[src/fcs_pkg.sv]
// ============================================================================
// fcs_pkg - shared types and constants for the CRC-16 frame serialiser
// Sample and word types, frame byte indices, the queue head bundle and the
// byte-wise CRC-16/MODBUS update.
// ============================================================================
package fcs_pkg;

    localparam int QUEUE_DEPTH = 2;
    localparam int PTR_W       = 1;
    localparam int COUNT_W     = 2;
    localparam int IDX_W       = 4;

    localparam logic [IDX_W-1:0] PAYLOAD_LAST_IDX = 4'd7;
    localparam logic [IDX_W-1:0] CRC_LO_IDX       = 4'd8;
    localparam logic [IDX_W-1:0] CRC_HI_IDX       = 4'd9;

    localparam logic [COUNT_W-1:0] QUEUE_FULL = 2'd2;

    localparam logic [15:0] CRC_INIT = 16'hFFFF;
    localparam logic [15:0] CRC_POLY = 16'hA001;

    typedef logic signed [15:0] sample_t;

    typedef struct packed {
        sample_t ch0;
        sample_t ch1;
        sample_t ch2;
        sample_t ch3;
    } word_t;

    // queue head as seen by the back end
    typedef struct packed {
        logic  valid;
        word_t word;
    } head_t;

    // one byte of reflected CRC, LSB first
    function automatic logic [15:0] crc_byte(input logic [15:0] crc_in,
                                             input logic [7:0]  data);
        logic [15:0] c;
        c = crc_in ^ {8'h00, data};
        for (int b = 0; b < 8; b++)
        begin
            c = c[0] ? ((c >> 1) ^ CRC_POLY) : (c >> 1);
        end
        return c;
    endfunction

endpackage

[src/four_channel_crc16_frame_serializer_top.sv]
// ============================================================================
// four_channel_crc16_frame_serializer_top - four-channel CRC-16 frame serialiser
// Turns each word of four 16-bit samples into a ten-byte frame with a
// trailing CRC-16/MODBUS, one byte per cycle while the output is not stalled.
// ============================================================================
// Path: in an idle block, an accepted word is written into the queue, and its
//   first frame byte is then loaded into the output register.
// Flow: bounded by the byte-wide output channel, which carries ten bytes per word;
//   a two-entry queue lets the next word be taken while a frame is sent.
// Reset: asynchronous, active low; empties the queue, drops any frame in
//   flight and re-seeds the CRC. Sample storage is not reset.
module four_channel_crc16_frame_serializer_top
(
    input  logic             clk,
    input  logic             rst_n,
    // input channel: one word of four samples
    input  logic             in_valid,
    output logic             in_stall,
    input  fcs_pkg::sample_t channel_0,
    input  fcs_pkg::sample_t channel_1,
    input  fcs_pkg::sample_t channel_2,
    input  fcs_pkg::sample_t channel_3,
    // output channel: frame bytes, ten per word
    output logic             out_valid,
    input  logic             out_stall,
    output logic [7:0]       out_byte,
    output logic             last_byte
);

    fcs_pkg::word_t in_word;
    fcs_pkg::head_t head;
    logic           pop;

    // bundle the samples in channel order
    assign in_word.ch0 = channel_0;
    assign in_word.ch1 = channel_1;
    assign in_word.ch2 = channel_2;
    assign in_word.ch3 = channel_3;

    // front: accept and queue words
    fcs_front u_front
    (
        .clk      (clk),
        .rst_n    (rst_n),
        .in_valid (in_valid),
        .in_stall (in_stall),
        .in_word  (in_word),
        .pop      (pop),
        .head     (head)
    );

    // back: serialise the head word, CRC computed on the fly; the word is
    // popped as its tenth byte enters the output register
    fcs_back u_back
    (
        .clk       (clk),
        .rst_n     (rst_n),
        .head      (head),
        .pop       (pop),
        .out_valid (out_valid),
        .out_stall (out_stall),
        .out_byte  (out_byte),
        .last_byte (last_byte)
    );

endmodule

[src/fcs_front.sv]
// ============================================================================
// fcs_front - input handshake and two-entry word queue
// Accepts sample words and holds each until the back end loads its last
// frame byte; stall is raised only while both entries are taken.
// ============================================================================
module fcs_front
(
    input  logic             clk,
    input  logic             rst_n,
    input  logic             in_valid,
    output logic             in_stall,
    input  fcs_pkg::word_t   in_word,
    input  logic             pop,
    output fcs_pkg::head_t   head
);

    fcs_pkg::word_t                 mem_reg [fcs_pkg::QUEUE_DEPTH];
    logic [fcs_pkg::PTR_W-1:0]      wr_ptr_reg, wr_ptr_next;
    logic [fcs_pkg::PTR_W-1:0]      rd_ptr_reg, rd_ptr_next;
    logic [fcs_pkg::COUNT_W-1:0]    count_reg, count_next;
    logic                           push;
    logic                           do_pop;

    assign in_stall = (count_reg == fcs_pkg::QUEUE_FULL);
    assign push     = in_valid && !in_stall;
    assign do_pop   = pop && (count_reg != '0);

    assign head.valid = (count_reg != '0);
    assign head.word  = mem_reg[rd_ptr_reg];

    always_comb
    begin
        wr_ptr_next = push   ? wr_ptr_reg + 1'b1 : wr_ptr_reg;
        rd_ptr_next = do_pop ? rd_ptr_reg + 1'b1 : rd_ptr_reg;
        count_next  = count_reg;
        if (push && !do_pop)
        begin
            count_next = count_reg + 1'b1;
        end
        else if (!push && do_pop)
        begin
            count_next = count_reg - 1'b1;
        end
    end

    always_ff @(posedge clk or negedge rst_n)
    begin
        if (!rst_n)
        begin
            wr_ptr_reg <= '0;
            rd_ptr_reg <= '0;
            count_reg  <= '0;
        end
        else
        begin
            wr_ptr_reg <= wr_ptr_next;
            rd_ptr_reg <= rd_ptr_next;
            count_reg  <= count_next;
        end
    end

    always_ff @(posedge clk)
    begin
        if (push)
        begin
            mem_reg[wr_ptr_reg] <= in_word;
        end
    end

`ifndef SYNTHESIS
    a_count_bound: assert property (@(posedge clk) disable iff (!rst_n)
        count_reg <= fcs_pkg::QUEUE_FULL)
        else $error("queue count beyond depth");

    a_push_grows: assert property (@(posedge clk) disable iff (!rst_n)
        (push && !do_pop) |=> (count_reg == $past(count_reg) + 1'b1))
        else $error("push without pop did not grow the queue");
`endif

endmodule

[src/fcs_back.sv]
// ============================================================================
// fcs_back - frame byte sequencer with running CRC
// Walks the head word through ten bytes, folds payload bytes into the CRC
// as they leave, and drives the registered output stage.
// ============================================================================
module fcs_back
(
    input  logic             clk,
    input  logic             rst_n,
    input  fcs_pkg::head_t   head,
    output logic             pop,
    output logic             out_valid,
    input  logic             out_stall,
    output logic [7:0]       out_byte,
    output logic             last_byte
);

    logic [fcs_pkg::IDX_W-1:0]  idx_reg;
    logic [15:0]                crc_reg;
    logic                       out_valid_reg;
    logic [7:0]                 out_byte_reg;
    logic                       out_last_reg;
    logic                       advance;
    logic                       at_last;
    logic [7:0]                 byte_sel;

    assign advance = head.valid && (!out_valid_reg || !out_stall);
    assign at_last = (idx_reg == fcs_pkg::CRC_HI_IDX);
    assign pop     = advance && at_last;

    always_comb
    begin
        unique case (idx_reg)
            4'd0:                 byte_sel = head.word.ch0[7:0];
            4'd1:                 byte_sel = head.word.ch0[15:8];
            4'd2:                 byte_sel = head.word.ch1[7:0];
            4'd3:                 byte_sel = head.word.ch1[15:8];
            4'd4:                 byte_sel = head.word.ch2[7:0];
            4'd5:                 byte_sel = head.word.ch2[15:8];
            4'd6:                 byte_sel = head.word.ch3[7:0];
            4'd7:                 byte_sel = head.word.ch3[15:8];
            fcs_pkg::CRC_LO_IDX:  byte_sel = crc_reg[7:0];
            fcs_pkg::CRC_HI_IDX:  byte_sel = crc_reg[15:8];
            default:              byte_sel = 8'h00;
        endcase
    end

    always_ff @(posedge clk or negedge rst_n)
    begin
        if (!rst_n)
        begin
            idx_reg       <= '0;
            crc_reg       <= fcs_pkg::CRC_INIT;
            out_valid_reg <= 1'b0;
        end
        else if (advance)
        begin
            out_valid_reg <= 1'b1;
            if (at_last)
            begin
                idx_reg <= '0;
                crc_reg <= fcs_pkg::CRC_INIT;
            end
            else
            begin
                idx_reg <= idx_reg + 1'b1;
                if (idx_reg <= fcs_pkg::PAYLOAD_LAST_IDX)
                begin
                    crc_reg <= fcs_pkg::crc_byte(crc_reg, byte_sel);
                end
            end
        end
        else if (!out_stall)
        begin
            out_valid_reg <= 1'b0;
        end
    end

    always_ff @(posedge clk)
    begin
        if (advance)
        begin
            out_byte_reg <= byte_sel;
            out_last_reg <= at_last;
        end
    end

    assign out_valid = out_valid_reg;
    assign out_byte  = out_byte_reg;
    assign last_byte = out_last_reg;

`ifndef SYNTHESIS
    a_idx_range: assert property (@(posedge clk) disable iff (!rst_n)
        idx_reg <= fcs_pkg::CRC_HI_IDX)
        else $error("byte index past end of frame");

    a_crc_fresh: assert property (@(posedge clk) disable iff (!rst_n)
        (idx_reg == '0) |-> (crc_reg == fcs_pkg::CRC_INIT))
        else $error("CRC not re-seeded at frame start");

    a_last_pops: assert property (@(posedge clk) disable iff (!rst_n)
        pop |=> (out_valid && last_byte && idx_reg == '0))
        else $error("frame end not marked on output");
`endif

endmodule

[config.mk]
export PLATFORM = sky130hd
export DESIGN_NAME = four_channel_crc16_frame_serializer_top
export DESIGN_NICKNAME = d
export VERILOG_FILES = /design/src/fcs_pkg.sv /design/src/four_channel_crc16_frame_serializer_top.sv /design/src/fcs_front.sv /design/src/fcs_back.sv
export SDC_FILE = /design/constraint.sdc
export NUM_CORES = 1
export LEC_CHECK = 0
export ABC_AREA = 1
export BUFFER_PORTS_ARGS = -buffer_cell sky130_fd_sc_hd__buf_4
export CORE_ASPECT_RATIO = 2
export CORE_MARGIN = 2
export CORE_UTILIZATION = 55
export CTS_CLUSTER_DIAMETER = 150
export DETAILED_ROUTE_END_ITERATION = 8
export PLACE_DENSITY = 0.76
export SYNTH_ARGS = -nofsm -noshare
export SYNTH_HDL_FRONTEND = slang
export SYNTH_SLANG_ARGS = --single-unit
[constraint.sdc]
create_clock -name clk -period 8.8 [get_ports clk]
set_clock_uncertainty 0.15 [all_clocks]
set_input_delay 2.64 -clock clk [delete_from_list [all_inputs] [get_ports clk]]
set_output_delay 2.64 -clock clk [all_outputs]
set_load 0.02 [all_outputs]
Word level (Yosys, flattened, before mapping):

Memory sizes are Yosys's and may differ from the RTL's.
Cells that the tools add are included.

* output and inout port bits: 11
* bits in latches: 0
* memories: 1
* bits in writable memories: 128
* register bits: 34
* ROM bits: 0

* divide/modulo/power cells: 0
* multiplexer cells: 18
* order comparisons: 1
* equality and inequality tests: 11
* add/sub/neg operators: 5
* shifts and indexed selects: 0
* bitwise logic cells: 9
* reduce and logical (&&, ||, !) cells: 17
* multiply operators: 0

Memories
* u_front.mem_reg: words 2, bits a word 64, rd ports 1, clocked after memory_dff 0, write ports 1, RTL line fcs_front.sv:17 `fcs_pkg::word_t mem_reg [fcs_pkg::QUEUE_DEPTH];`

Operators with widths (number)
* $mux 16: 10
* $pmux 8 s10: 1
* $not 2->3: 8
* $eq 4x3->1 const B: 4
* $xor 16x8->16: 1
* $eq 4x2->1 const B: 2
* $eq 4x4->1 const B: 2
* $logic_and 1x1->1: 6
* $reduce_bool 2->1: 3
* $logic_not 1->1: 5
* $add 4x1->4 const B: 1
* $eq 4x1->1 const B: 1
* $le 4x3->1 const B: 1
* $logic_not 4->1: 1
* $mux 1: 4
* $mux 2: 2
* $mux 4: 1
* $add 1x1->1 const B: 2
* $add 2x1->2 const B: 1
* $eq 2x2->1 const B: 1
* $ne 2x1->1 const B: 1
* $reduce_and 2->1: 1
* $sub 2x1->2 const B: 1
* $logic_or 1x1->1: 1

Logic depth before layout (Yosys ltp):

Gate-level depths: netlist (run 1).

* word-level depth: 21
* depth in mapped cells: 22
* mapped depth without buffers: 20

Cells and area by module:

A second synthesis (run 1) with hierarchy kept.

* cell total of the unflattened synthesis: 713
* area total of the unflattened synthesis: 7186.9 um2

Modules (own cells, without submodules)
* fcs_front: cells each 366, times used 1, area each 4879.7 um2
* fcs_back: cells each 347, times used 1, area each 2307.2 um2

Worst setup path after synthesis (run 1):

Ideal clock, no wire load.

* kind: input to register
* start point: input in_valid
* end point: memory u_front.mem_reg[1][0] (netlist name) (enable)
* buffers on the path: 0
* data required time: 8.162 ns
* stages: 2
* setup slack: 2.683 ns
* arrival: 5.480 ns
* cell sequence: o21ai_0 nor2_1

* cells in the longest elaborated chain, start to end: 3

Ends and longest elaborated chain
* from (decl): RTL line four_channel_crc16_frame_serializer_top.sv:17 `input logic in_valid,`
* $logic_and 1x1->1: RTL line fcs_front.sv:25 `assign push = in_valid && !in_stall;`
* $mux 1: RTL line fcs_front.sv:64 `if (push)`
* $mux 1 (not written as such): RTL line fcs_front.sv:66 `mem_reg[wr_ptr_reg] <= in_word;`
* to (decl): RTL line fcs_front.sv:17

No other way between the ends.

Worst setup path after layout (run 1):

* start point: input out_stall
* end point: register u_back.crc_reg[8]

* cells in the longest elaborated chain, start to end: 4

Ends and longest elaborated chain
* from (decl): RTL line four_channel_crc16_frame_serializer_top.sv:25 `input logic out_stall,`
* $logic_not 1->1: RTL line fcs_back.sv:27 `assign advance = head.valid && (!out_valid_reg || !out_stall);`
* $logic_or 1x1->1: RTL line fcs_back.sv:27
* $logic_and 1x1->1: RTL line fcs_back.sv:27
* $reduce_and 2->1 (no source line)
* to (signal assigned): RTL line fcs_back.sv:53 `crc_reg <= fcs_pkg::CRC_INIT;`
* to (signal assigned): RTL line fcs_back.sv:62 `crc_reg <= fcs_pkg::CRC_INIT;`
* to (signal assigned): RTL line fcs_back.sv:69 `crc_reg <= fcs_pkg::crc_byte(crc_reg, byte_sel);`
* to (decl): RTL line fcs_back.sv:19 `logic [15:0] crc_reg;`

No other way between the ends.
A chain may end at the register's enable or synchronous reset.

==> flow_summary.ini, run 1 <==
[status]
status = complete, no violations

[synthesis]
syn_inst = 691
ys_types = 29
syn_nets = 760
yosys_warnings = 0
seq_area_frac_synth_pct = 67.2
synth_area_um2 = 7080
syn_area_per_cell_um2 = 10.3
ys_ff_latch = 162

[final_layout]
antenna_cells = 0
post-route-cell-area_um2 = 8400
largest_reg_flops = 128
multi_input_area_um2 = 2080
area_growth_pct = 18.6
fillCellCount = 978
final-seq-area_um2 = 4760
drive_gt1_share_pct = 21.4
utilization_pct = 66.9
finalNetCount = 845
fin_cells = 939

[timing]
max_slew.worst_pin.slew_ns = 1.04
setup_tns_ns = 0
setup_viol = 0
rsz0062_at_grt = no
post-route-period-util_pct = 50.1
finalMaxSlewViolations = 0
fmax_mhz = 227
max_slew_margin_pct = 30.4
final_hold_viol_count = 0
finalCriticalPeriod_ns = 4.41

[floorplan]
initial_core_util_pct = 56.4
row_count = 58
coreArea_um2 = 12600
die-area_um2 = 13900
die_width_um = 84.3
fp.dieH_um = 165
io_pins = 79

[hold_path]
hold_start = u_back.out_valid$_DFFE_PN0P_
worstHoldPathType = flip-flop to flip-flop
min_path_cells = 2
min_to = u_back.out_valid$_DFFE_PN0P_

[routing]
vias_per_cell = 5.30
drtIter0Drc = 306
routed-via-count = 4975
routed_wl_um = 15600
wl_per_cell_um = 16.6
ant_nets = 0
dr.pass1.iters = 5
drc = 0

[setup_path]
worstReg2RegStart = u_front.rd_ptr_reg$_DFFE_PN0P_
cp.depth = 8
reg2reg_slack_ns = 5.27
path_class = input port to flip-flop
cp_data_arrival_time_ns = 4.61
worstRegToRegCells = 19
cp_num_buf_inv = 3
slowest_stage = nor2_1
worstPathMaxFanout = 11
crit_chain = buf_4 -> nand2_1 -> o21ai_1 -> nor2_1 -> nor2_1 -> inv_1 -> o22ai_1 -> inv_1
required_ns = 9.00
critical-path-max-stage-delay_ns = 0.60
start_kind = input port
crit_family = simple AND/OR/NAND/NOR gates
endpoint_kind = flip-flop
r2r_end = u_back.crc_reg[0]$_DFFE_PN1P_

[pwr]
p_per_area_nw_per_um2 = 393
ir_worst_vdd_mv = 0.380
p_leak_nw = 3.68

[grt]
antenna_found_initial = 0
grt_max_degree = 66
grt_overflow = 0
grtUsageTotal_pct = 23.8
grt_pass1_wl_um = 24900
grt_pass1_vias = 5047

[clock_network]
numCtsBuffers = 17
ctsHoldBuffers = 0
cts_htree_levels = 4
tritoncts = done
clk_latency_ns = 0.43
post_cts.repair.setup_buffers = 0
cts_resized = 0
path_clk_slew_ns = 0.07
cts_buffer_depth = 2
cts-root-buf = clkbuf_16
cts.sinks = 162

[placed_design]
gp_congestion = 0.902
dp_hpwl_um = 11100
placed_cell_area_um2 = 7800
port_buffers = 78
place_inst = 907

[run]
drv_cap = 0
==> cells in the mapped netlist <==
| library cell | number | share of area [%] |
|---|---|---|
| buf_4 | 4 | 0.42 |
| xor2_1 | 8 | 0.99 |
| nor2_1 | 23 | 1.2 |
| nor2_2 | 20 | 1.8 |
| nor3_1 | 1 | 0.071 |
| inv_1 | 42 | 2.2 |
| a211oi_1 | 1 | 0.11 |
| nand2_2 | 6 | 0.53 |
| nand2_1 | 334 | 18 |
| buf_2 | 10 | 0.71 |
| o22ai_1 | 6 | 0.53 |
| nand3_2 | 7 | 0.99 |
| a21oi_1 | 10 | 0.71 |
| o21ai_0 | 8 | 0.57 |
| inv_2 | 3 | 0.16 |
| a22oi_1 | 5 | 0.53 |
| edfxtp_1 | 137 | 58 |
| o21ai_1 | 2 | 0.14 |
| buf_6 | 1 | 0.16 |
| nor3_2 | 1 | 0.14 |
| nand3_1 | 16 | 1.1 |
| dfrtp_1 | 9 | 3.2 |
| a21oi_2 | 1 | 0.12 |
| nand4_1 | 16 | 1.4 |
| nor4_1 | 1 | 0.088 |
| o31ai_1 | 1 | 0.11 |
| ha_1 | 1 | 0.18 |
| dfstp_2 | 16 | 5.9 |
| xnor2_1 | 1 | 0.12 |
==> worst reg2reg max path, cell delays in order, from the launching register on <==
cell	delay, ns
dfrtp_2	0.34
buf_4	0.52
inv_2	0.65
nand2_1	0.22
nand2_1	0.09
nand2_1	0.08
nand2_1	0.08
nor3_2	0.24
nand3_2	0.10
nand2_1	0.08
nand2_1	0.13
inv_1	0.12
nand2_1	0.06
nand2_1	0.08
nand2_1	0.10
nand2_2	0.11
nand2_1	0.05
nand3_1	0.10
nand3_1	0.08
nand2_1	0.09
==> cells by family (layout without fill, tap and decap cells) <==
family	count (synthesis)	count (layout)	share of synthesized area [%]
buffers and inverters	60	158	3.67
adder cells (fa/ha/maj)	1	1	0.177
XOR/XNOR	9	9	1.11
flip-flops	162	162	67.2
AO/OA/AOI/OAI	34	34	2.81
AND/OR/NAND/NOR	425	425	25.0
==> report_power, final <==
part	internal, mW	switching, mW
registers	1.13	0.100
clock network	0.403	0.326
logic	0.408	0.937
==> area by class of cell <==
cell class                 count  area share (%)
sequential                   162            56.7
multi-input combinational    469            24.8
timing repair buffer          81            7.24
clock buffer                  17            5.06
tap                          150            2.23
clock inverter                15            2.01
inverter                      45            2.01
==> how the worst max path moves through the flow <==
stage / start / to
4_1_cts: out_stall / u_back.crc_reg[8]$_DFFE_PN1P_
5_1_grt: out_stall / u_back.crc_reg[9]$_DFFE_PN1P_
3_3_place_gp: out_stall / u_back.crc_reg[8]$_DFFE_PN1P_
2_1_floorplan: in_valid / u_front.mem_reg[1][0]$_DFFE_PP_
3_5_place_dp: out_stall / u_back.crc_reg[8]$_DFFE_PN1P_
6_report: out_stall / u_back.crc_reg[8]$_DFFE_PN1P_
==> cell usage in the layout, fill, tap and decap left out, types with 6 or more instances in the layout <==
| cell type | n |
|---|---|
| nand3_2 | 7 |
| nand2_2 | 6 |
| dfrtp_1 | 8 |
| nor2_2 | 20 |
| o22ai_1 | 6 |
| nand4_1 | 16 |
| buf_4 | 81 |
| o21ai_0 | 8 |
| a21oi_1 | 10 |
| nor2_1 | 21 |
| inv_1 | 42 |
| dfstp_2 | 16 |
| clkbuf_16 | 17 |
| nand3_1 | 16 |
| xor2_1 | 8 |
| edfxtp_1 | 137 |
| nand2_1 | 334 |
==> stage by stage <==
step,hold slack (ns),setup slack [ns],power [mW]
global route,0.400,4.25,3.53
floorplan,0.333,2.68,2.21
finish,0.361,4.39,3.30
detailed placement,0.349,3.97,2.59
CTS,0.366,4.41,3.32
global placement,0.335,4.04,2.54
==> metal layers <==
| layer | track usage [%] | vias to the layer above | wire length, µm |
|---|---|---|---|
| met3 | 5.30 | 37 | 561 |
| met1 | 25.7 | 2353 | 5700 |
| met2 | 43.5 | 135 | 8700 |
| met4 | 11.7 | 0 | 649 |
| met5 | 0 | - | 0 |
| li1 | - | 2450 | - |
No activity file was read; power rests on OpenSTA's default activity.
==> inputs of run 2 (changes only) <==
- ABC_AREA: 1 -> 0
- clock period: 8.8 -> 4.3 ns (I/O delays scaled with it)
==> run 2 against run 1 <==
Compared with the run above:
- total power rose by 130%
- final area down 2.8%
- cell count decreased by 28%
- sequential share of layout area up 1.6 points
- sequential power up 110%
- hold slack got worse by 0.0019 ns
- utilization is essentially flat
- highest routed layer unchanged
==> flow_summary.ini, run 2 <==
[pwr]
p_leak_nw = 3.10
ir_worst_vdd_mv = 0.655
p_per_area_nw_per_um2 = 912

[final_layout]
post-route-cell-area_um2 = 8160
fillCellCount = 834
drive_gt1_share_pct = 29.3
multi_input_area_um2 = 1910
layout_commonest_cell = edfxtp_1
antenna_cells = 0
final-seq-area_um2 = 4760
layout_common_cells = edfxtp_1, buf_4, mux2i_1
finalNetCount = 585
utilization_pct = 66.9
area_growth_pct = 19.0
largest_reg_flops = 128

[synthesis]
syn_inst = 428
yosysTopAreaCell = edfxtp_1
ys_top_cells_by_area = edfxtp_1, mux2i_1, dfstp_2, dfrtp_1, xnor2_1
ys.flop_type = edfxtp_1
synth.top_cell.area_share_pct = 60.0
yosysMostFrequentCell = edfxtp_1
yosys_warnings = 0
synth_edf_count = 137
ys_types = 62
async_flop_share_pct = 15.4
yosys-top-cells-count = edfxtp_1, mux2i_1, nor2_1, o22ai_1
syn_nets = 497
synth_area_um2 = 6860
ys_ff_latch = 162
seq_area_frac_synth_pct = 69.4
syn_area_per_cell_um2 = 16.0

[floorplan]
initial_core_util_pct = 56.3
row_count = 57
coreArea_um2 = 12200
die_width_um = 83.0
die-area_um2 = 13400
io_pins = 79
fp.dieH_um = 162

[timing]
final_hold_viol_count = 0
worst_slack_ns = 0.666
setup_tns_ns = 0
finalCriticalPeriod_ns = 3.63
finalMaxSlewViolations = 0
max_slew_margin_pct = 41.7
fmax_mhz = 275
setup_viol = 0
post-route-period-util_pct = 84.5
max_slew.worst_pin.slew_ns = 0.875
rsz0062_at_grt = no

[grt]
antenna_found_initial = 0
grt_max_degree = 65
grt_pass1_vias = 4233
grtUsageTotal_pct = 21.9
grt_pass1_wl_um = 22200
grt_overflow = 0

[routing]
routed-via-count = 3959
ant_nets = 0
vias_per_cell = 5.86
drc = 0
routed_wl_um = 14100
drtIter0Drc = 246
dr.pass1.iters = 4
wl_per_cell_um = 20.8

[clock_network]
numCtsBuffers = 17
post_cts.repair.setup_buffers = 0
path_clk_slew_ns = 0.06
clk_latency_ns = 0.42
cts.sinks = 162
cts_resized = 0
cts-root-buf = clkbuf_16
tritoncts = done
cts_htree_levels = 4
cts_buffer_depth = 2
ctsHoldBuffers = 0

[placed_design]
port_buffers = 78
dpl_worst_slack_ns = 0.712
gp_congestion = 0.828
dp_hpwl_um = 9850
placed_cell_area_um2 = 7590

[setup_path]
endpoint_kind = flip-flop
path_class = flip-flop to flip-flop
worstRegToRegCells = 9
required_ns = 4.50
cp_data_arrival_time_ns = 3.83
start_kind = flip-flop
worstPathMaxFanout = 16

[status]
status = complete, no violations

[run]
drv_cap = 0

[hold_path]
worstHoldPathType = flip-flop to flip-flop
min_path_cells = 2
==> run 2: changes by cell type after synthesis, sizes merged, moves of 8 or more <==
cell,before,now
o22a,0,8
nor2,43,25
nand2,340,11
nand4,16,1
mux2i,0,56
inv,45,7
nand3,23,3
xnor2,1,16
o22ai,6,19
==> run 2: logic make-up after synthesis <==
logic type / count (synthesis) / share of synthesized area (%)
buf+inv: 29 / 2.92
flops: 162 / 69.4
fa+ha+maj: 1 / 0.182
xor+xnor: 31 / 5.03
compound gates: 66 / 6.53
mux: 63 / 9.37
simple gates: 76 / 6.58
==> run 2: metal layers <==
layer,vias to the layer above,global-route usage (%),part of all wire [%]
met5,-,0,0
met4,0,11.9,4.4
met3,45,4.47,3.9
met2,117,39.6,57
met1,1963,23.8,35
li1,1834,-,-
==> run 2: path summary, 6_finish.rpt <==
check,slack [ns],endpoint,start
worst max-delay path,0.67,u_back.crc_reg[0]$_DFFE_PN1P_,u_back.idx_reg[0]$_DFFE_PN0P_
worst min-delay path,0.36,u_back.out_valid$_DFFE_PN0P_,u_back.out_valid$_DFFE_PN0P_
worst max register to register,0.67,u_back.crc_reg[0]$_DFFE_PN1P_,u_back.idx_reg[0]$_DFFE_PN0P_
worst min register to register,0.36,u_back.out_valid$_DFFE_PN0P_,u_back.out_valid$_DFFE_PN0P_
max in group asynchronous,3.07,u_back.crc_reg[11]$_DFFE_PN1P_,rst_n
min in group asynchronous,0.62,u_front.wr_ptr_reg$_DFFE_PN0P_,rst_n
==> run 2: layout make-up <==
| cell class | count | area share, % |
|---|---|---|
| inverters | 7 | 0.322 |
| well taps | 147 | 2.25 |
| multi-input cells | 237 | 23.4 |
| flip-flops and latches | 162 | 58.3 |
| repair buffers | 91 | 8.68 |
| clock inverters | 15 | 1.82 |
| clock buffers | 17 | 5.21 |
==> run 2: worst max-delay path: stages, from the launching register on <==
cell and delay (ns):
dfrtp_1 0.62, buf_4 0.34, mux2i_1 0.29, o22ai_1 0.12, nor4_1 0.48, o31ai_1 0.27
xor3_2 0.46, xnor3_1 0.43, xnor3_1 0.23, a21oi_1 0.15
==> run 2: stage by stage <==
stage               power (mW)  hold slack (ns)  instances
global placement          5.90            0.329        644
global route              7.83            0.391        676
CTS                       7.46            0.361        676
detailed placement        5.98            0.349        644
floorplan                 5.21            0.314        428
finish                    7.44            0.359        676
==> run 2: power breakdown <==
part / total, mW / internal, mW / switching [mW]
Combinational: 3.41 / 1.68 / 1.73
Clock: 1.45 / 0.815 / 0.640
Sequential: 2.58 / 2.31 / 0.266
==> inputs of run 3 (changes only) <==
- clock period: 4.3 -> 3.4 ns (I/O delays scaled with it)
==> run 3 against run 2 <==
Compared with the run above:
- hold slack got worse by 0.015 ns
- via count rose by 3.4%
- combinational power rose by 44%
- global-route usage fell by 0.17 points
- maximum frequency rose by 9.8%
- worst setup slack got worse by 0.58 ns
- register-to-register slack got worse by 0.58 ns
- utilization rose by 2.3 points
- die area did not move
- wire length rose by 2.3%
- cell count rose by 3.4%
- largest power group unchanged
==> flow_summary.ini, run 3 (synthesized netlist as in run 2, its figures left out) <==
[final_layout]
finalNetCount = 608
area_growth_pct = 23.1
fin_cells = 699
utilization_pct = 69.3
largest_reg_flops = 128
layout_commonest_cell = edfxtp_1
layout_common_cells = edfxtp_1, buf_4, mux2i_1
drive_gt1_share_pct = 34.2
post-route-cell-area_um2 = 8450
antenna_cells = 0

[routing]
drtIter0Drc = 342
ant_nets = 0
wl_per_cell_um = 20.6
routed_wl_um = 14400
vias_per_cell = 5.86
routed-via-count = 4093
dr.pass1.iters = 6
drc = 0

[grt]
grt_max_degree = 65
grt_overflow = 0
antenna_found_initial = 0
grt_pass1_vias = 4229
grtUsageTotal_pct = 21.7
grt_pass1_wl_um = 22000

[setup_path]
endpoint = u_back.crc_reg[0]$_DFFE_PN1P_
required_ns = 3.60
worstReg2RegStart = u_front.rd_ptr_reg$_DFFE_PN0P_
endpoint_kind = flip-flop
cp_data_arrival_time_ns = 3.51
crit_chain = mux2_2 -> a222oi_1 -> or4b_4 -> xor2_2 -> xor3_1 -> xnor3_2 -> xnor3_1 -> a21oi_2
slowest_stage = or4b_4
critical-path-max-stage-delay_ns = 0.54
worstPathMaxFanout = 7
crit_path_start = u_front.rd_ptr_reg$_DFFE_PN0P_
reg2reg_slack_ns = 0.09
r2r_end = u_back.crc_reg[0]$_DFFE_PN1P_
start_kind = flip-flop
worstRegToRegCells = 8
path_class = flip-flop to flip-flop

[floorplan]
coreArea_um2 = 12200
die_width_um = 83.0
fp.dieH_um = 162
io_pins = 79
die-area_um2 = 13400
row_count = 57
initial_core_util_pct = 56.3

[pwr]
p_leak_nw = 3.24
ir_worst_vdd_mv = 0.921
p_per_area_nw_per_um2 = 1190

[clock_network]
cts_htree_levels = 4
cts_buffer_depth = 2
numCtsBuffers = 17
cts-root-buf = clkbuf_16
clk_latency_ns = 0.42
tritoncts = done
cts.sinks = 162
path_clk_slew_ns = 0.07

[placed_design]
gp_congestion = 0.875
dp_hpwl_um = 9790
port_buffers = 78
place_inst = 658
dpl_worst_slack_ns = -0.0639
placed_cell_area_um2 = 7710

[timing]
finalMaxSlewViolations = 0
final_hold_viol_count = 0
max_slew.worst_pin.slew_ns = 0.531
finalCriticalPeriod_ns = 3.31
whs_ns = 0.344
fmax_mhz = 302
worst_slack_ns = 0.0900
max_slew_margin_pct = 64.3
post-route-period-util_pct = 97.4
setup_viol = 0

[run]
drv_cap = 0

[status]
status = complete, no violations

[hold_path]
worstHoldPathType = input port to asynchronous set/reset pin
[run 3: cell count changes in the layout (fill, tap and decap cells not counted), sizes merged]
cell,delta
clkbuf,+2
clkinv,-3
inv,-1
clkinvlp,+2
buf,+22
bufinv,+1
[run 3: worst max-delay path: cells and delay by family (launching register included)]
kind,cells,cell delay [ns]
AO/OA/AOI/OAI,2,0.49
XOR/XNOR,4,1.23
flip-flops,1,0.46
multiplexers,1,0.38
AND/OR/NAND/NOR,1,0.54
[run 3: area by class of cell]
cell class                      instances  area (µm²)
Inverter                                7        26.3
Tap cell                              147         184
Clock buffer                           18         429
Timing Repair Buffer                  114         915
Multi-Input combinational cell        237        1960
Sequential cell                       162        4770
Clock inverter                         14         170
Fill cell                             793        3750
[run 3: how the worst min path moves through the flow]
| stage | end | slack (ns) | start |
|---|---|---|---|
| 5_1_grt | u_front.count_reg[1]$_DFFE_PN0P_ | 0.36 | rst_n |
| 2_1_floorplan | u_front.count_reg[1]$_DFFE_PN0P_ | 0.31 | u_front.count_reg[1]$_DFFE_PN0P_ |
| 3_5_place_dp | u_back.out_valid$_DFFE_PN0P_ | 0.34 | u_back.out_valid$_DFFE_PN0P_ |
| 6_report | u_front.wr_ptr_reg$_DFFE_PN0P_ | 0.34 | rst_n |
| 3_3_place_gp | u_back.out_valid$_DFFE_PN0P_ | 0.33 | u_back.out_valid$_DFFE_PN0P_ |
| 4_1_cts | u_back.out_valid$_DFFE_PN0P_ | 0.35 | rst_n |
[run 3: repair_timing]
action | in CTS | in global routing
setup buffers | 0 | 8
gates resized for setup | 1 | 12
cloned | 0 | 1
pin swaps | 0 | 5
hold buffers | 0 | 0
endpoints found under the setup margin | 3 | 3
[run 3: stage by stage]
stage | power (mW) | TNS [ns]
after floorplan | 6.59 | 0
after global placement | 7.75 | 0
after detailed placement | 7.87 | -0.0710
after CTS | 9.78 | 0
after global routing | 10.5 | -0.00545
final | 10.1 | 0
[run 3: routing by layer]
layer / track usage [%] / wire [µm] / up-vias
li1: - / - / 1882
met1: 24.3 / 5090 / 2032
met2: 39.7 / 8150 / 141
met3: 3.96 / 596 / 38
met4: 10.2 / 547 / 0
met5: 0 / 0 / -
[run 3: power breakdown]
group | internal (mW) | switching, mW
clock | 1.11 | 0.801
combinational | 2.56 | 2.33
sequential | 2.93 | 0.331
